File: config.mk
export PLATFORM = sky130hd
export DESIGN_NAME = cds_height
export DESIGN_NICKNAME = d
export VERILOG_FILES = /design/src/cds_pkg.sv /design/src/cds_height.sv
export SDC_FILE = /design/constraint.sdc
export NUM_CORES = 2
export LEC_CHECK = 0
export ABC_AREA = 1
export BUFFER_PORTS_ARGS = -buffer_cell sky130_fd_sc_hd__buf_2
export CAP_MARGIN = 20
export CORE_ASPECT_RATIO = 0.7
export CORE_MARGIN = 3
export CORE_UTILIZATION = 55
export CTS_CLUSTER_DIAMETER = 50
export DETAILED_ROUTE_END_ITERATION = 10
export HOLD_SLACK_MARGIN = 0.08
export PLACE_DENSITY = 0.73
export SLEW_MARGIN = 5
export SYNTH_ARGS = -nofsm -noshare
export SYNTH_HDL_FRONTEND = slang
export SYNTH_SLANG_ARGS = --single-unit
File: constraint.sdc
create_clock -name clk -period 20.1 [get_ports clk]
set_input_delay 0 -clock clk [delete_from_list [all_inputs] [get_ports clk]]
set_output_delay 0 -clock clk [all_outputs]
set_load 0.05 [all_outputs]
File: src/cds_pkg.sv
// Shared constants and types for the cone direction sampler.
// Holds trig series constants, config register codes and the frame struct.
// Depends on nothing.
`default_nettype none
package cds_pkg;

	// trig datapath works at 30 fraction bits
	localparam int TRIG_BITS = 30;
	localparam int NUM_TERMS = 6;
	localparam logic [30:0] TRIG_ONE = 31'h4000_0000;

	// 2*pi at 44 fraction bits, split into two 24-bit halves
	localparam logic [23:0] TWO_PI_HI = 24'h6487ED;
	localparam logic [23:0] TWO_PI_LO = 24'h5110B4;

	// Horner divisors and floor(2^32 / d) reciprocals
	localparam logic [7:0] SIN_DIV [NUM_TERMS] = '{8'd156, 8'd110, 8'd72, 8'd42, 8'd20, 8'd6};
	localparam logic [7:0] COS_DIV [NUM_TERMS] = '{8'd132, 8'd90, 8'd56, 8'd30, 8'd12, 8'd2};
	localparam logic [31:0] SIN_RECIP [NUM_TERMS] = '{
		32'd27531841, 32'd39045157, 32'd59652323,
		32'd102261126, 32'd214748364, 32'd715827882};
	localparam logic [31:0] COS_RECIP [NUM_TERMS] = '{
		32'd32537631, 32'd47721858, 32'd76695844,
		32'd143165576, 32'd357913941, 32'd2147483648};

	// angle front end, Horner steps, final product and quadrant select
	localparam int SINCOS_LAT = 4 + 3 * NUM_TERMS + 3;
	localparam int ROT_LAT = 3;

	typedef enum logic [2:0] {
		CFG_CONE_COS  = 3'd0,
		CFG_FRAME_I   = 3'd1,
		CFG_FRAME_J   = 3'd2,
		CFG_FRAME_DIR = 3'd3
	} cfg_idx_t;

	typedef struct packed {
		logic [53:0] i_axis;
		logic [53:0] j_axis;
		logic [53:0] dir_axis;
	} frame_t;

endpackage
`default_nettype wire

File: src/cds_height.sv
// Height lane of the cone direction sampler: z from r2 and the cone cosine,
// then a pipelined square root of 1 - z*z, one result bit per stage.
`default_nettype none
module cds_height #(
	parameter int FRAC_BITS = 16
) (
	input  wire logic                        clk,
	input  wire logic                        en,
	input  wire logic [15:0]                 height_fraction,
	input  wire logic [17:0]                 cone_cos,
	output logic signed [FRAC_BITS+1:0]      z_val,
	output logic        [FRAC_BITS:0]        radial
);
	import cds_pkg::*;

	localparam int F = FRAC_BITS;
	localparam int RW = 2 * F + 2;
	localparam int W = F + 3;
	localparam logic [F+1:0] ONE_G = {2'b01, {F{1'b0}}};
	localparam logic [2*F+2:0] RND_P = (2*F+3)'(1) << (F - 1);
	localparam logic signed [17:0] POS_ONE = 18'sd65536;
	localparam logic signed [17:0] NEG_ONE = -18'sd65536;

	// clamp the cosine and bring both values to the inner format
	logic signed [17:0]  cc, cc_cl;
	logic signed [F+1:0] cf;
	logic        [F:0]   r2f;
	logic signed [F+2:0] gam_w;
	logic        [F+1:0] gamma;
	assign cc = $signed(cone_cos);
	assign cc_cl = (cc > POS_ONE) ? POS_ONE : ((cc < NEG_ONE) ? NEG_ONE : cc);

	generate
		if (F >= 16) begin : g_up
			assign cf = (F+2)'(cc_cl) <<< (F - 16);
			assign r2f = (F+1)'(height_fraction) << (F - 16);
		end else begin : g_down
			localparam logic signed [18:0] CF_RND = 19'sd1 <<< (15 - F);
			localparam logic [16:0] R2_RND = 17'd1 << (15 - F);
			logic signed [18:0] cf_w;
			logic        [16:0] r2_w;
			assign cf_w = (19'(cc_cl) + CF_RND) >>> (16 - F);
			assign r2_w = ({1'b0, height_fraction} + R2_RND) >> (16 - F);
			assign cf = (F+2)'(cf_w);
			assign r2f = (F+1)'(r2_w);
		end
	endgenerate

	assign gam_w = $signed({1'b0, ONE_G}) - (F+3)'(cf);
	assign gamma = gam_w[F+1:0];

	// stage 1: r2 times (1 - cos)
	logic [2*F+2:0] prod_s1;
	always_ff @(posedge clk) begin
		if (en) begin
			prod_s1 <= (2*F+3)'(r2f) * (2*F+3)'(gamma);
		end
	end

	// stage 2: form z and square it
	logic [2*F+2:0]      psum;
	logic [F+2:0]        sc;
	logic signed [F+3:0] zw;
	logic signed [F+1:0] zc;
	logic signed [2*F+3:0] zsq_w;
	logic signed [F+1:0] z_s2;
	logic [2*F:0]        zsq_s2;
	always_comb begin
		psum = prod_s1 + RND_P;
		sc = (F+3)'(psum >> F);
		zw = $signed((F+4)'(ONE_G)) - $signed((F+4)'(sc));
		zc = (F+2)'(zw);
		zsq_w = (2*F+4)'(zc) * (2*F+4)'(zc);
	end
	always_ff @(posedge clk) begin
		if (en) begin
			z_s2 <= zc;
			zsq_s2 <= zsq_w[2*F:0];
		end
	end

	// stage 3: 1 - z^2, clamped at zero, scaled for the root
	logic [2*F+1:0]      zzsum;
	logic [F:0]          zz;
	logic signed [F+2:0] rem_w;
	logic [F:0]          rem;
	logic signed [F+1:0] z_s3;
	logic [RW-1:0]       rad_s3;
	always_comb begin
		zzsum = (2*F+2)'(zsq_s2) + (2*F+2)'(RND_P);
		zz = (F+1)'(zzsum >> F);
		rem_w = $signed((F+3)'(ONE_G)) - $signed((F+3)'(zz));
		rem = (rem_w < 0) ? '0 : rem_w[F:0];
	end
	always_ff @(posedge clk) begin
		if (en) begin
			z_s3 <= z_s2;
			rad_s3 <= {1'b0, rem, {F{1'b0}}};
		end
	end

	// square root: one result bit per stage
	logic [W-1:0]        rem_v [F+2];
	logic [W-1:0]        root_v [F+2];
	logic [RW-1:0]       rad_v [F+2];
	logic signed [F+1:0] zd_v [F+2];
	assign rem_v[0] = '0;
	assign root_v[0] = '0;
	assign rad_v[0] = rad_s3;
	assign zd_v[0] = z_s3;

	generate
		for (genvar i = 0; i <= F; i++) begin : g_root
			logic [W-1:0]        remn, trial;
			logic                ge;
			logic [W-1:0]        rem_s1, root_s1;
			logic [RW-1:0]       rad_s1;
			logic signed [F+1:0] z_s1;
			always_comb begin
				remn = {rem_v[i][W-3:0], rad_v[i][RW-1:RW-2]};
				trial = {root_v[i][W-3:0], 2'b01};
				ge = remn >= trial;
			end
			always_ff @(posedge clk) begin
				if (en) begin
					rem_s1 <= ge ? remn - trial : remn;
					root_s1 <= {root_v[i][W-2:0], ge};
					rad_s1 <= rad_v[i] << 2;
					z_s1 <= zd_v[i];
				end
			end
			assign rem_v[i+1] = rem_s1;
			assign root_v[i+1] = root_s1;
			assign rad_v[i+1] = rad_s1;
			assign zd_v[i+1] = z_s1;
		end
	endgenerate

	assign radial = root_v[F+1][F:0];
	assign z_val = zd_v[F+1];
endmodule
`default_nettype wire

Yosys cells after proc, flatten, opt, wreduce, memory -nomap -nowiden
Index checks and enable logic that the tools add are counted.
Widths: inputs -> output; s select.
- shift operators: 0
- equality and inequality tests: 0
- bitwise operators: 0
- div/mod/pow operators: 0
- muxes and demuxes: 18
- multiply operators: 2
- $add $sub $neg: 21
- reductions and logical operators: 0
- $lt $le $gt $ge: 20
- operators by type and width (cell ; count):
    $mux 17 ; 15
    $mux 18 ; 2
    $add 34x16->34 const B ; 1
    $mul 16x18->34 ; 1
    $add 33x16->33 const B ; 1
    $mul 18x18->33 ; 1
    $ge 19x10->1 ; 1
    $ge 19x11->1 ; 1
    $ge 19x12->1 ; 1
    $ge 19x13->1 ; 1
    $ge 19x14->1 ; 1
    $ge 19x15->1 ; 1
    $ge 19x16->1 ; 1
    $ge 19x17->1 ; 1
    $ge 19x18->1 ; 1
    $ge 19x3->1 ; 1
    $ge 19x4->1 ; 1
    $ge 19x5->1 ; 1
    $ge 19x6->1 ; 1
    $ge 19x7->1 ; 1
    $ge 19x8->1 ; 1
    $ge 19x9->1 ; 1
    $gt 18x18->1 const B ; 1
    $lt 18x1->1 const B ; 1
    22 further kinds ; 22
- memories: 0
- memory bits (read-only): 0
- word-level logic and storage cells: 133
- flip-flop bits (word level): 909
- bits in writable memories: 0
- bits in latches: 0

Longest topological paths before layout
- depth after elaboration: 5
- depth in mapped cells: 41
- depth with buffers taken out: 39

Least setup slack after synthesis
Ideal clock, no wire load.
- path kind: register -> register
- start point: register prod_s1[15]
- end point: register zsq_s2[32] (data pin)
- clock period less this slack: 7.433 ns
- cell stages (with the launch flop): 33
- library setup time: 0.252 ns
- path slack: 12.667 ns
- arrival: 7.181 ns
- path buffers: 2
- path through: edfxtp_1 ha_1 clkinv_1 clkbuf_1 ha_1 nand2_1 nor2_2 nand3_2 nor2_1 inv_1 nand2_1 clkbuf_1 nor2_1 fa_1 inv_1 fa_1 fa_1 fa_1 inv_1 fa_1 inv_1 fa_1 inv_1 ha_1 nand2_1 o21ai_0 inv_1 o21ai_0 inv_1 nand2_1 inv_1 nand2_1 nand2_1
- cells in the longest elaborated chain, start to end: 3
- ends and longest elaborated chain (item ; RTL line ; source):
    from (decl) ; cds_height.sv:53 ; logic [2*F+2:0] prod_s1;
    from (signal assigned) ; cds_height.sv:56 ; prod_s1 <= (2*F+3)'(r2f) * (2*F+3)'(gamma);
    $add 34x16->34 ; cds_height.sv:69 ; psum = prod_s1 + RND_P;
    via psum[16] ; cds_height.sv:61 ; logic [2*F+2:0] psum;
    $sub 17x18->18 ; cds_height.sv:71 ; zw = $signed((F+4)'(ONE_G)) - $signed((F+4)'(sc));
    $mul 18x18->33 ; cds_height.sv:73 ; zsq_w = (2*F+4)'(zc) * (2*F+4)'(zc);
    via zsq_w[32] ; cds_height.sv:65 ; logic signed [2*F+3:0] zsq_w;
    to (signal assigned) ; cds_height.sv:78 ; zsq_s2 <= zsq_w[2*F:0];
    to (decl) ; cds_height.sv:67 ; logic [2*F:0] zsq_s2;
The timed path passes the listed nets, and every way through them passes these cells.
A chain may end at the register's enable or synchronous reset.

Worst setup path after layout
- start point: register prod_s1[15]
- end point: register zsq_s2[31] (data pin)
- cells in the longest elaborated chain, start to end: 3
- ends and longest elaborated chain (item ; RTL line ; source):
    $add 34x16->34 ; cds_height.sv:69 ;
    via psum[16] ; cds_height.sv:61 ;
    $sub 17x18->18 ; cds_height.sv:71 ;
    via zw[6] ; cds_height.sv:63 ; logic signed [F+3:0] zw;
    $mul 18x18->33 ; cds_height.sv:73 ;
    via zsq_w[31] ; cds_height.sv:65 ;
The timed path passes the listed nets, and every way through them passes these cells.

==> impl_metrics.json <==
{
  "synth.top_cell.area_share": 0.450,
  "antenna_left": 0,
  "dr_total_vias": 38100,
  "synthArstFlopShare": 0,
  "hold_buffers": 1,
  "finalSetupViolations": 0,
  "clockBufferDepth": 3,
  "min_period_ns": 8.73,
  "cts_tree": "done",
  "area_growth_pct": 8.51,
  "post_cts_resized": 0,
  "synthDistinctLibCells": 58,
  "avgSynthCellArea_um2": 10.4,
  "slew-limit-headroom": 0.310,
  "drt-initial-drc-count": 3753,
  "fill_cells": 8257,
  "coreArea_um2": 103000,
  "setup_slack_ns": 11.37,
  "cp_max_fo": 17,
  "drv_cap": 0,
  "rows": 98,
  "antenna_cells": 0,
  "drt-total-wl_mm": 123,
  "rsz0062_at_grt": "false",
  "dr.pass1.iters": 6,
  "grt_pass1_wl_mm": 200,
  "cpPeakStageDelay_ns": 0.73,
  "yosysSeqAreaShare": 0.450,
  "fmax_ghz": 0.114,
  "worstPathArrival_ns": 9.14,
  "drive_above_1_share": 0.0520,
  "crit_required_ns": 20.50,
  "io_buffers": 70,
  "clkLatencyLatePin_ns": 0.70,
  "syn_inst": 5528,
  "hpwlAfterDp_mm": 93.3,
  "seq_area_um2": 25900,
  "clkTransAtPathRegs_ns": 0.05,
  "crit_path_end_kind": "flip-flop",
  "nets": 6512,
  "die_x_um": 393,
  "yosys-top-cells-area": "edfxtp_1, fa_1, ha_1",
  "cts_buffers": 88,
  "io-pin-count": 71,
  "cp_slowest_cell": "xnor2_1",
  "worstMarginPinSlew_ns": 1.03,
  "gp_congestion": 0.949,
  "avgViaCountPerCell": 5.41,
  "syn-num-nets": 6419,
  "outcome": "completed",
  "dieArea_um2": 109000,
  "synth_most_common_cell": "inv_1",
  "grt_usage": 0.232,
  "antenna_found_initial": 1,
  "grt_start_max_net_pins": 205,
  "grt-ovfl-total": 0,
  "timing.hold.ws_ns": 0.366,
  "final.setup_skew_ns": 0.0589,
  "final_hold_viol_count": 0,
  "min_path_type": "in -> reg",
  "initial_core_util": 0.560,
  "cp-start-kind": "flip-flop",
  "final-max-slew-violation-count": 0,
  "multi_input_area_um2": 27100,
  "ys.flop_type": "edfxtp_1",
  "fin_crit_sh": 0.435,
  "path_class": "reg -> reg",
  "cts_setup_buffers": 0,
  "clock_sinks": 863,
  "fp.dieH_um": 277,
  "synthesis.area_um2": 57600,
  "grt_pass1_vias": 38100,
  "ys_warn_count": 0,
  "synth_edf_count": 863,
  "htreeDepth": 3,
  "ys_top_cells_by_count": "inv_1, nand2_1, edfxtp_1",
  "yosysTopAreaCell": "edfxtp_1",
  "tns_ns": 0,
  "cpMostUsedCell": "fa_1",
  "drcViolationCount": 0,
  "synth-seq-cells": 863,
  "dp_slack_ns": 11.55,
  "cts_root_buf": "clkbuf_16",
  "wl_per_cell_um": 17.4
}
-- placed cells by master, fill, tap and decap left out, types with 54 or more instances in the layout --
| cell type | instances |
|---|---|
| nand4_1 | 54 |
| nor2_1 | 541 |
| fa_1 | 503 |
| a21oi_1 | 211 |
| o21ai_0 | 174 |
| nand3_1 | 254 |
| xnor2_1 | 90 |
| nand2_1 | 865 |
| edfxtp_1 | 863 |
| ha_1 | 352 |
| nor3_1 | 65 |
| inv_1 | 1114 |
| buf_2 | 69 |
| clkbuf_16 | 88 |
| xor2_1 | 126 |
-- final cells by class --
class	count	share of cell area
flip-flops and latches	863	0.414
clock inverters	61	0.0128
inverters	1130	0.0678
repair buffers	92	0.00884
clock buffers	103	0.0361
multi-input cells	3446	0.433
well taps	1350	0.0270
-- metal layers --
layer,vias to the layer above,track usage,share of wire,wire (um)
met1,18500,0.358,0.46,57000
met2,1428,0.326,0.41,50900
met3,166,0.0678,0.10,12800
li1,18000,-,-,-
met5,-,0,0.00011,13
met4,2,0.0474,0.017,2040
-- per-stage QoR --
stage | std cells | util | cell area [um2]
finish | 7045 | 0.607 | 62500
global route | 7045 | 0.607 | 62500
CTS | 7045 | 0.607 | 62500
detailed placement | 6880 | 0.577 | 59500
global placement | 6880 | 0.577 | 59500
floorplan | 5528 | - | 57600
-- kinds of logic after synthesis --
logic type	after synthesis	synth area share
AND/OR/NAND/NOR	1871	0.137
other	1	0.0000651
adder cells (fa/ha/maj)	855	0.251
AO/OA/AOI/OAI	497	0.0478
flip-flops	863	0.450
multiplexers	4	0.000760
XOR/XNOR	218	0.0336
buffers and inverters	1219	0.0805
-- flip-flops by register name, indices dropped and copies added, names as in the netlist --
name,flops
g_root.rad_s1,72
g_root.rem_s1,242
g_root.root_s1,153
g_root.z_s1,288
prod_s1,19
rad_s3,17
z_s2,18
z_s3,18
z_val,18
zsq_s2,18
-- critical path: cells and delay by family (launching register included) --
| kind | cells | cell delay, ns |
|---|---|---|
| compound gates | 3 | 0.46 |
| flops | 1 | 0.45 |
| buf+inv | 7 | 1.27 |
| simple gates | 9 | 1.09 |
| xor+xnor | 2 | 0.88 |
| fa+ha+maj | 9 | 4.29 |
-- worst paths after layout --
path	cells after the start	end	slack [ns]	from
setup reg to reg	30	zsq_s2[31]	11.37	prod_s1[15]
setup / recovery	30	zsq_s2[31]	11.37	prod_s1[15]
hold / removal	8	prod_s1[21]	0.37	cone_cos[0]
hold reg to reg	0	g_root[3].z_s1[14]	0.38	g_root[2].z_s1[14]
Power is not shown: default switching activity piles up to over one toggle a cycle in this logic, so the estimate is an artifact.
